==> src/hw/rtl/smpq_pkg.sv <==
// smpq_pkg: shared types, codes and sizes for the sorted min-priority queue
// used by smpq_cell and sorted_min_priority_queue; no dependencies
`timescale 1ns / 1ps

package smpq_pkg;

    localparam int CAPACITY    = 256;
    localparam int WEIGHT_BITS = 32;
    localparam int SYMBOL_BITS = 8;
    localparam int HANDLE_BITS = 16;
    localparam int CNT_W       = $clog2(CAPACITY + 1);

    // action codes on the input tuser
    localparam logic ACT_ENQ = 1'b0;
    localparam logic ACT_DEQ = 1'b1;

    typedef enum logic [1:0] {
        ST_OK    = 2'd0,
        ST_EMPTY = 2'd1,
        ST_FULL  = 2'd2
    } t_status;

    typedef struct packed {
        logic [WEIGHT_BITS-1:0] weight;
        logic [SYMBOL_BITS-1:0] symbol;
        logic [HANDLE_BITS-1:0] handle;
    } t_entry;

    // broadcast to every cell
    typedef struct packed {
        logic   ins;
        logic   pop;
        t_entry fresh;
    } t_cmd;

    // what a cell shows its neighbours
    typedef struct packed {
        logic   valid;
        logic   go;
        t_entry entry;
    } t_link;

    // weight first, symbol breaks ties
    function automatic logic entry_lt(input t_entry a, input t_entry b);
        logic res;
        if (a.weight != b.weight) begin
            res = a.weight < b.weight;
        end else begin
            res = a.symbol < b.symbol;
        end
        return res;
    endfunction

endpackage

==> src/hw/rtl/smpq_cell.sv <==
// smpq_cell: one slot of the sorted queue, compares against the broadcast
// entry and shifts towards either neighbour; depends on smpq_pkg
`timescale 1ns / 1ps

module smpq_cell (
    input  logic                 i_clk,
    input  logic                 i_rst_n,
    input  logic                 i_head,
    input  smpq_pkg::t_cmd       i_cmd,
    input  smpq_pkg::t_link      i_left,
    input  smpq_pkg::t_link      i_right,
    output smpq_pkg::t_link      o_link
);

    logic            r_valid;
    logic            n_valid;
    smpq_pkg::t_entry r_entry;
    smpq_pkg::t_entry n_entry;
    logic            go;

    // go: the new word lands somewhere to the right of this slot
    // the head lets an equal word pass, later slots do not
    always_comb begin
        if (i_head) begin
            go = r_valid && !smpq_pkg::entry_lt(i_cmd.fresh, r_entry);
        end else begin
            go = r_valid && smpq_pkg::entry_lt(r_entry, i_cmd.fresh);
        end
    end

    always_comb begin
        n_valid = r_valid;
        n_entry = r_entry;
        if (i_cmd.pop) begin
            n_valid = i_right.valid;
            n_entry = i_right.entry;
        end else if (i_cmd.ins) begin
            n_valid = r_valid || i_left.valid;
            if (!go) begin
                if (i_left.go) begin
                    n_entry = i_cmd.fresh;
                end else begin
                    n_entry = i_left.entry;
                end
            end
        end
    end

    always_ff @(posedge i_clk) begin
        if (!i_rst_n) begin
            r_valid <= 1'b0;
        end else begin
            r_valid <= n_valid;
        end
    end

    always_ff @(posedge i_clk) begin
        r_entry <= n_entry;
    end

    assign o_link.valid = r_valid;
    assign o_link.go    = go;
    assign o_link.entry = r_entry;

endmodule

==> config.mk <==
export PLATFORM = sky130hd
export DESIGN_NAME = smpq_cell
export DESIGN_NICKNAME = d
export VERILOG_FILES = /design/src/hw/rtl/smpq_pkg.sv /design/src/hw/rtl/smpq_cell.sv
export SDC_FILE = /design/constraint.sdc
export NUM_CORES = 1
export LEC_CHECK = 0
export CORE_AREA = 2 2 92 94
export DETAILED_ROUTE_END_ITERATION = 7
export DIE_AREA = 0 0 94 96
export DONT_BUFFER_PORTS = 1
export PLACE_DENSITY = 0.66
export SYNTH_ARGS = -nofsm -noshare
export SYNTH_HDL_FRONTEND = slang
export SYNTH_SLANG_ARGS = --single-unit
==> constraint.sdc <==
create_clock -name i_clk -period 7.8 [get_ports i_clk]
set_input_delay 0.39 -clock i_clk [delete_from_list [all_inputs] [get_ports i_clk]]
set_output_delay 0.39 -clock i_clk [all_outputs]
set_load 0.01 [all_outputs]
### Word-level counts from Yosys, hierarchy flattened

Index checks and enable logic that the tools add are counted.

| storage, ports and cells | value |
|---|---|
| bits in registers | 57 |
| input port bits | 177 |
| logic and storage cells | 28 |

| cells by class | value |
|---|---|
| order comparisons | 4 |
| equal/unequal tests | 3 |
| multiplexer cells | 11 |
| reductions and logical operators | 6 |

Operators with widths:

| kind | count |
|---|---|
| two-way mux 56 bit | 4 |
| < comparator 32 bit | 2 |
| inequality test 32 bit | 2 |
| < comparator 8 bit | 2 |
| two-way mux 1 bit | 7 |
| logical AND 1 bit | 2 |
| inequality test 2 bit (second input constant) | 1 |
| AND reduction 2 bit | 1 |
| nonzero test 2 bit | 1 |
| zero test 1 bit | 1 |
| logical OR 1 bit | 1 |

### Depth between registers and ports, before layout

Gate-level depths: netlist of the first run.

| depth | value |
|---|---|
| depth after elaboration | 9 |
| mapped depth | 8 |
| mapped depth without buffers | 7 |

### Worst setup path before layout of the first run

No wires, ideal clock.

| timing | value |
|---|---|
| path type | register to register |
| start point | reg r_entry, in the netlist o_link[55] |
| end point | reg r_entry, in the netlist o_link[0] (enable) |
| setup time | 464 ps |
| data arrival time | 3,883 ps |
| path slack | 3,453 ps |
| cell stages (with the launch flop) | 7 |
| path buffers | 0 |
| clock period less this slack | 4,347 ps |
| path through | edfxtp_1 -> ha_1 -> nand4_4 -> nor4_4 -> nand2_1 -> o211a_1 -> a211oi_2 |

| on the way | value |
|---|---|
| cells in the longest elaborated chain, start to end | 8 |
| elaborated cells on any way between the ends | 14 |
| those cells by class | order compare (2); eq/ne (3); mux (5); reduce/logical (4) |

Ends and longest elaborated chain:

| item | RTL line | RTL |
|---|---|---|
| start, declared | smpq_cell.sv:17 | `smpq_pkg::t_entry r_entry;` |
| start signal, assigned | smpq_cell.sv:58 | `r_entry <= n_entry;` |
| < comparator 32 bit or inequality test 32 bit (tied branches) | smpq_pkg.sv:47, smpq_pkg.sv:46 |  |
| two-way mux 1 bit | smpq_pkg.sv:46 | `if (a.weight != b.weight) begin` |
| two-way mux 1 bit | smpq_cell.sv:24 | `if (i_head) begin` |
| zero test 1 bit | smpq_cell.sv:25 | `go = r_valid && !smpq_pkg::entry_lt(i_cmd.fresh, r_entry);` |
| logical AND 1 bit | smpq_cell.sv:25 |  |
| two-way mux 1 bit * | smpq_cell.sv:24 |  |
| inequality test 2 bit (no line) * | - |  |
| AND reduction 2 bit (no line) * | - |  |

Mark *: on every way between the ends. The rest lies on a longest branch, timed or not. The select of a mux whose other input is x is not followed.
A chain may end at the register's enable or synchronous reset.

### Worst setup path in the final report of the first run

| timing | value |
|---|---|
| start point | reg r_entry, in the netlist o_link[55] |
| end point | reg r_entry, in the netlist o_link[49] (enable) |

Same word-level chain as after synthesis.

==> metrics.sh, run 1 <==
WIRE_LENGTH_OF_THE_FIRST_GLOBAL_ROUTING_PASS_UM=12500
POST_ROUTE_CELLS_DRIVE_ABOVE_1_SHARE_PCT=4.79
SYNTH-WARNING-COUNT=0
VIASPERCELL=5.66
POST_CTS.REPAIR.SETUP_BUFFERS=0
WORST_CLOCK_SKEW_NS=0.0102
DIEAREA_MM2=0.00902
CTS_BUFFER_DEPTH=2
POWER.IR.VDD_WORST_uV=124
TIMING.FINAL.CRIT_PERIOD_NS=2.93
CRITICAL_PATH_REQUIRED_NS=7.75
MET3_LAYER_USAGE_REPORTED_BY_GLOBAL_ROUTE_PCT=5.25
PIN_COUNT_OF_THE_BIGGEST_NET_ENTERING_GLOBAL_ROUTING=115
TOTALWIRELENGTH_UM=8940
SYNTH.LIB_CELLS_USED.DISTINCT=36
DIE_X_UM=94
FINAL_WS_SETUP_NS=4.87
TIMING.MAX_SLEW.REL_SLACK_PCT=50.8
DEPTH_OF_THE_CTS_H_TREE=3
POSTSYNTH.ASYNCRESETSHARE_PCT=0
CTS_TREE='done'
POWER_DENSITY_OVER_CELL_AREA_mW_PER_MM2=206
SYNTH_CELLS=400
TIMING.FMAX_MHz=341
FINALHOLDVIOLCOUNT=0
FLOORPLAN.DIE.HEIGHT_UM=96
CLOCK_LATENCY_NS=0.33
LEAKAGE_nW=1.93
FINALSETUPVIOLCOUNT=0
PLACEMENT.SETUP.WORST_SLACK_NS=4.83
PLACEMENTROWS=33
SYNTH_TOP_FLOP_CELL='sky130_fd_sc_hd__edfxtp_1'
FIN_CRIT_SH_PCT=37.6
DETAILEDROUTE.FIRSTITERATIONVIOLATIONS=104
GRT_UTIL_ALL_LAYERS_PCT=18.3
PATH_CLASS='flip-flop to flip-flop'
HOLDBUFCOUNTCTS=0
GRT-BUSIEST-LAYER='met2'
CTS.ROOT.BUFFER_CELL='sky130_fd_sc_hd__clkbuf_8'
NETS=609
WORSTMARGINPINSLEW_NS=0.738
STARTING_UTILIZATION_OF_THE_CORE_AREA_PCT=49.3
WIRE_PER_INST_UM=17.8
DETAILEDROUTE.FIRSTPASSITERATIONCOUNT=4
SYN-CELL-AREA_MM2=0.00397
FIRST_GLOBAL_VIAS=2584
PLACED_CELL_AREA_MM2=0.00403
TRITONCTS.NUM_BUFFERS=9
RUN_STATUS='finished clean'
NUM_IO_PINS=235
SYNTH-EDFF-COUNT=56
FINAL.SETUP.TNS_NS=0
GLOBALROUTE.TOTALOVERFLOW=0
CP_DATA_ARRIVAL_TIME_NS=2.89
DRC_ERRORS=0
USE_MET1_PCT=20.1
POSTSYNTHREGISTERBITS=57
MAXCAPVIOLCOUNT=0
ANTENNADIODECOUNT=0
CRITICAL_PATH_END_TYPE='flip-flop'
TRITONCTS_NUM_SINKS=57
RSZ0062_AT_GRT='no'
SYNTH_NETS=617
VIAS=2841
R2R_SLACK_NS=4.87
FINALCOREUTILIZATION_PCT=52.9
SYNTHESIS.AREA_PER_INSTANCE_UM2=9.92
DP_HPWL_UM=7050
WORST_SETUP_PATH_START_KIND='flip-flop'
CRIT_FANOUT=56
FINAL_ANTENNA_NET_COUNT=0
GP_CONGESTION=0.781
PORT_BUFFERS=0
AREA_DELTA_SYNTH_FINAL_PCT=7.35
CORE-AREA_MM2=0.00805
REPORT.FINAL.SLEW_VIOL_COUNT=0
GRT_ANTENNA_BEFORE_REPAIR=0
HOLD_CLASS='input port to flip-flop'
YS_SEQ_AREA_SHARE_PCT=42.9
STDCELL_AREA_MM2=0.00426
CTS-RESIZED-GATES=0
CLK_PIN_SLEW_WORST_PATHS_NS=0.06
USE_MET2_PCT=33.5
[routing by layer]
layer	wire length, um	share of wire (%)	vias to the layer above
met5	0	0	-
met4	201	2.2	0
met3	791	8.8	16
met2	4640	52	153
met1	3310	37	1255
li1	-	-	1417
[sequential cells by signal (all words and copies together) (netlist names)]
register	count
o_link	56
r_valid	1
[power by group]
part           internal, W  leakage [nW]  switching [W]
Sequential        0.000382         0.583      0.0000402
Combinational    0.0000594          1.23      0.0000682
Clock             0.000211         0.116       0.000117
[worst max-delay path, cell delays in order (launching register included)]
cell	delay, ns
sky130_fd_sc_hd__edfxtp_1	0.45
sky130_fd_sc_hd__ha_1	0.39
sky130_fd_sc_hd__nand4_4	0.15
sky130_fd_sc_hd__nor4_4	0.37
sky130_fd_sc_hd__nand2_1	0.08
sky130_fd_sc_hd__o211a_1	0.28
sky130_fd_sc_hd__a211oi_4	0.19
sky130_fd_sc_hd__buf_4	0.61
[cells in the final DEF (no fill, tap or decap), types with 2 or more instances in the layout]
| cell type | count |
|---|---|
| sky130_fd_sc_hd__a21oi_1 | 21 |
| sky130_fd_sc_hd__inv_1 | 42 |
| sky130_fd_sc_hd__nor2_1 | 4 |
| sky130_fd_sc_hd__clkinv_1 | 2 |
| sky130_fd_sc_hd__mux2i_1 | 56 |
| sky130_fd_sc_hd__and2_1 | 2 |
| sky130_fd_sc_hd__edfxtp_1 | 56 |
| sky130_fd_sc_hd__and4_1 | 3 |
| sky130_fd_sc_hd__nand4_2 | 2 |
| sky130_fd_sc_hd__ha_1 | 40 |
| sky130_fd_sc_hd__o21ai_0 | 62 |
| sky130_fd_sc_hd__a211oi_1 | 2 |
| sky130_fd_sc_hd__bufinv_16 | 3 |
| sky130_fd_sc_hd__nand4_1 | 4 |
| sky130_fd_sc_hd__clkbuf_8 | 9 |
| sky130_fd_sc_hd__nand2_1 | 66 |
[cells by family (layout without fill, tap and decap cells)]
family	after synthesis	count (layout)	synth area share, %
flip-flops	57	57	42.9
adder cells (fa/ha/maj)	40	40	12.6
AND/OR/NAND/NOR	89	89	10.9
buffers and inverters	62	59	6.21
multiplexers	56	56	14.1
AO/OA/AOI/OAI	96	96	13.2
[cell type report]
type                            count  area (um^2)
Tap cell                          105          131
Sequential cell                    57         1700
Clock inverter                      6          106
Multi-Input combinational cell    281         2030
Fill cell                         732         3790
Timing Repair Buffer                1         7.51
Clock buffer                       10          128
Inverter                           42          158
[worst paths after layout]
kind                                to            startpoint  depth (start not counted)
setup / recovery  o_link[49]$_DFFE_PP_  o_link[55]$_DFFE_PP_                          7
hold / removal    r_valid$_SDFFE_PN0P_               i_rst_n                          2
setup reg to reg  o_link[49]$_DFFE_PP_  o_link[55]$_DFFE_PP_                          7
hold reg to reg   r_valid$_SDFFE_PN0P_  r_valid$_SDFFE_PN0P_                          2
[synth_stat cells (2+ instances only)]
master	count	share of area, %
sky130_fd_sc_hd__a211oi_1	2	0.38
sky130_fd_sc_hd__a21oi_1	21	2.6
sky130_fd_sc_hd__and2_1	2	0.32
sky130_fd_sc_hd__and4_1	3	0.66
sky130_fd_sc_hd__buf_2	5	0.63
sky130_fd_sc_hd__buf_4	2	0.38
sky130_fd_sc_hd__clkbuf_1	13	1.2
sky130_fd_sc_hd__edfxtp_1	56	42
sky130_fd_sc_hd__ha_1	40	13
sky130_fd_sc_hd__inv_1	42	4.0
sky130_fd_sc_hd__mux2i_1	56	14
sky130_fd_sc_hd__nand2_1	66	6.2
sky130_fd_sc_hd__nand4_1	4	0.63
sky130_fd_sc_hd__nand4_2	2	0.63
sky130_fd_sc_hd__nor2_1	4	0.38
sky130_fd_sc_hd__o21ai_0	62	7.8
[through the flow]
| stage | total power, W | hold WS (ns) | instances |
|---|---|---|---|
| finish | 0.000878 | 0.203 | 502 |
| global placement | 0.000554 | 0.530 | 486 |
| floorplan | 0.000535 | 0.528 | 400 |
| global route | 0.000922 | 0.188 | 502 |
| CTS | 0.000889 | 0.186 | 502 |
| detailed placement | 0.000559 | 0.542 | 486 |
Note: power is estimated with default switching activity, not from simulation.
==> run 2, diff against run 1 <==
==> constraint.sdc (replaced) <==
create_clock -name i_clk -period 2.9 [get_ports i_clk]
set_input_delay 0.145 -clock i_clk [delete_from_list [all_inputs] [get_ports i_clk]]
set_output_delay 0.145 -clock i_clk [all_outputs]
set_load 0.01 [all_outputs]
==> run 2 against run 1 <==
Compared with the run above: fmax rose by 10%; global-route usage is 0.83 points higher; total power increased to 2.6 times the previous value; wire length rose by 3.7%; non-clock buffer count increased by 17; via count grew 3.1%; register-to-register slack lost 4.6 ns; first-iteration DRC count fell by 1.9%; flip-flop and latch count did not move; combinational power increased to 3.0 times the previous value; worst hold slack got worse by 0.18 ns.
==> metrics.sh, run 2 (synthesis results as in run 1) <==
FINALSETUPVIOLCOUNT=0
FIN_CRIT_SH_PCT=91.7
WORSTREG2REGSTART='o_link[43]$_DFFE_PP_'
GRT_UTIL_ALL_LAYERS_PCT=19.2
DETAILEDROUTE.FIRSTPASSITERATIONCOUNT=4
FINAL_CELL_MIX='sky130_fd_sc_hd__nand2_1 (66), sky130_fd_sc_hd__o21ai_0 (62), sky130_fd_sc_hd__mux2i_1 (56), sky130_fd_sc_hd__edfxtp_1 (56), sky130_fd_sc_hd__inv_1 (42)'
COMMONEST_NON_FILL_NON_TAP_CELL_IN_THE_LAYOUT='sky130_fd_sc_hd__nand2_1'
PATH_CLASS='flip-flop to flip-flop'
WIRE_LENGTH_OF_THE_FIRST_GLOBAL_ROUTING_PASS_UM=13100
CP_DATA_ARRIVAL_TIME_NS=2.67
NUM_IO_PINS=235
POWER_DENSITY_OVER_CELL_AREA_mW_PER_MM2=516
NUMBER_OF_FLIP_FLOPS_UNDER_THE_LARGEST_REGISTER_NAME=56
CLOCK_LATENCY_NS=0.33
STDCELL_AREA_MM2=0.00448
VIAS=2929
INSTANCES_NO_FILL=519
CRITICAL_PATH_REQUIRED_NS=2.91
DRC_ERRORS=0
RSZ0062_AT_GRT='no'
GP_CONGESTION=0.730
R2R.WORST_PATH.CELLS=7
TIMING.FINAL.CRIT_PERIOD_NS=2.66
RUN_STATUS='finished clean'
TIMING.MAX_SLEW.REL_SLACK_PCT=74.7
TIMING.FMAX_MHz=376
VIASPERCELL=5.64
ANTENNADIODECOUNT=0
HOLDWS_NS=0.0184
TRITONCTS.NUM_BUFFERS=9
PLACEMENT.SETUP.WORST_SLACK_NS=0.223
GLOBALROUTE.TOTALOVERFLOW=0
REPORT.FINAL.SLEW_VIOL_COUNT=0
POST_ROUTE_CELLS_DRIVE_ABOVE_1_SHARE_PCT=6.52
CTS_TREE='done'
TIMING.CRITICAL_PATH.FROM='o_link[43]$_DFFE_PP_'
MIN_DELAY_PATH_DEPTH=2
DP_HPWL_UM=7020
HOLD_START='i_right[16]'
CRIT_FANOUT=51
HOLD_CLASS='input port to flip-flop'
DEPTH_OF_THE_CTS_H_TREE=3
CTS_BUFFER_DEPTH=2
WORST_CLOCK_SKEW_NS=0.00837
CORE-AREA_MM2=0.00805
CRITICAL_PATH_END_TYPE='flip-flop'
MAXCAPVIOLCOUNT=0
LEAKAGE_nW=1.99
STARTING_UTILIZATION_OF_THE_CORE_AREA_PCT=49.3
CLK_PIN_SLEW_WORST_PATHS_NS=0.06
PLACED_CELL_AREA_MM2=0.00411
DIE_X_UM=94
FINAL_ANTENNA_NET_COUNT=0
DIEAREA_MM2=0.00902
FLOORPLAN.DIE.HEIGHT_UM=96
WORST_SETUP_PATH_START_KIND='flip-flop'
DETAILEDROUTE.FIRSTITERATIONVIOLATIONS=102
FILLERS=711
POST_CTS.REPAIR.SETUP_BUFFERS=0
FINAL_WS_SETUP_NS=0.240
PIN_COUNT_OF_THE_BIGGEST_NET_ENTERING_GLOBAL_ROUTING=115
PORT_BUFFERS=0
WIRE_PER_INST_UM=17.9
AREA_DELTA_SYNTH_FINAL_PCT=12.9
FINALHOLDVIOLCOUNT=0
PLACEMENTROWS=33
FIRST_GLOBAL_VIAS=2690
GRT_ANTENNA_BEFORE_REPAIR=0
PLACED_CELLS_INCL_TAPS=487
TOTALWIRELENGTH_UM=9270
DESIGN_POWER_TOTAL_W=0.00231
NETS=626
TRITONCTS_NUM_SINKS=57
POWER.IR.VDD_WORST_uV=284
CTS.ROOT.BUFFER_CELL='sky130_fd_sc_hd__clkbuf_8'
WORSTMARGINPINSLEW_NS=0.377
## run 2: cell count changes in the layout (fill, tap and decap cells not counted)
cell                            previous run  this run
sky130_fd_sc_hd__ha_4                      0         5
sky130_fd_sc_hd__dlygate4sd3_1             0        16
sky130_fd_sc_hd__buf_12                    0         1
sky130_fd_sc_hd__bufinv_16                 3         2
sky130_fd_sc_hd__clkinv_2                  0         3
sky130_fd_sc_hd__clkinv_1                  2         0
sky130_fd_sc_hd__clkinv_4                  1         0
sky130_fd_sc_hd__clkinvlp_4                0         1
sky130_fd_sc_hd__ha_1                     40        35
## run 2: metal layers
metal	track usage [%]	up-vias	part of all wire [%]
met5	0	-	0
met4	4.35	0	0.86
met3	6.19	7	9.5
met2	34.8	150	52
met1	22.1	1321	38
li1	-	1451	-
## run 2: worst paths after layout
kind	end	slack, ns
worst max-delay path	o_link[10]$_DFFE_PP_	0.24
worst min-delay path	o_link[16]$_DFFE_PP_	0.02
worst max register to register	o_link[10]$_DFFE_PP_	0.24
worst min register to register	r_valid$_SDFFE_PN0P_	0.65
## run 2: timing repair
action,CTS,global route
endpoints found under the hold margin,13,1
setup endpoints to repair,0,0
resized for setup,0,0
hold buffers,15,1
## run 2: layout make-up
cell class	instances	area, um^2	area share (%)
clock buffer	10	128	2.85
clock inverter	6	82.6	1.84
tap	105	131	2.93
multi-input combinational	281	2090	46.7
sequential	57	1700	38.0
inverter	42	158	3.52
timing repair buffer	18	188	4.19
## run 2: worst max-delay path, stage by stage (launching register included)
cell and delay [ns]:
sky130_fd_sc_hd__edfxtp_1 0.49, sky130_fd_sc_hd__ha_4 0.32, sky130_fd_sc_hd__nand4_1 0.13, sky130_fd_sc_hd__nor4_4 0.39, sky130_fd_sc_hd__nand2_1 0.09, sky130_fd_sc_hd__o211a_1 0.26, sky130_fd_sc_hd__a211oi_4 0.32, sky130_fd_sc_hd__buf_12 0.32
## run 2: power breakdown
part	switching [W]	total (W)	internal, W	leakage, nW
Clock	0.000314	0.000793	0.000479	0.106
Sequential	0.000111	0.00114	0.00103	0.583
Combinational	0.000192	0.000380	0.000188	1.31
Total	0.000618	0.00231	0.00169	1.99
## run 2: stage by stage
step,TNS (ns),util (%)
2_1_floorplan,-32.55,-
3_3_place_gp,0,51.0
3_5_place_dp,0,51.0
4_1_cts,0,55.5
5_1_grt,0,55.6
6_report,0,55.6
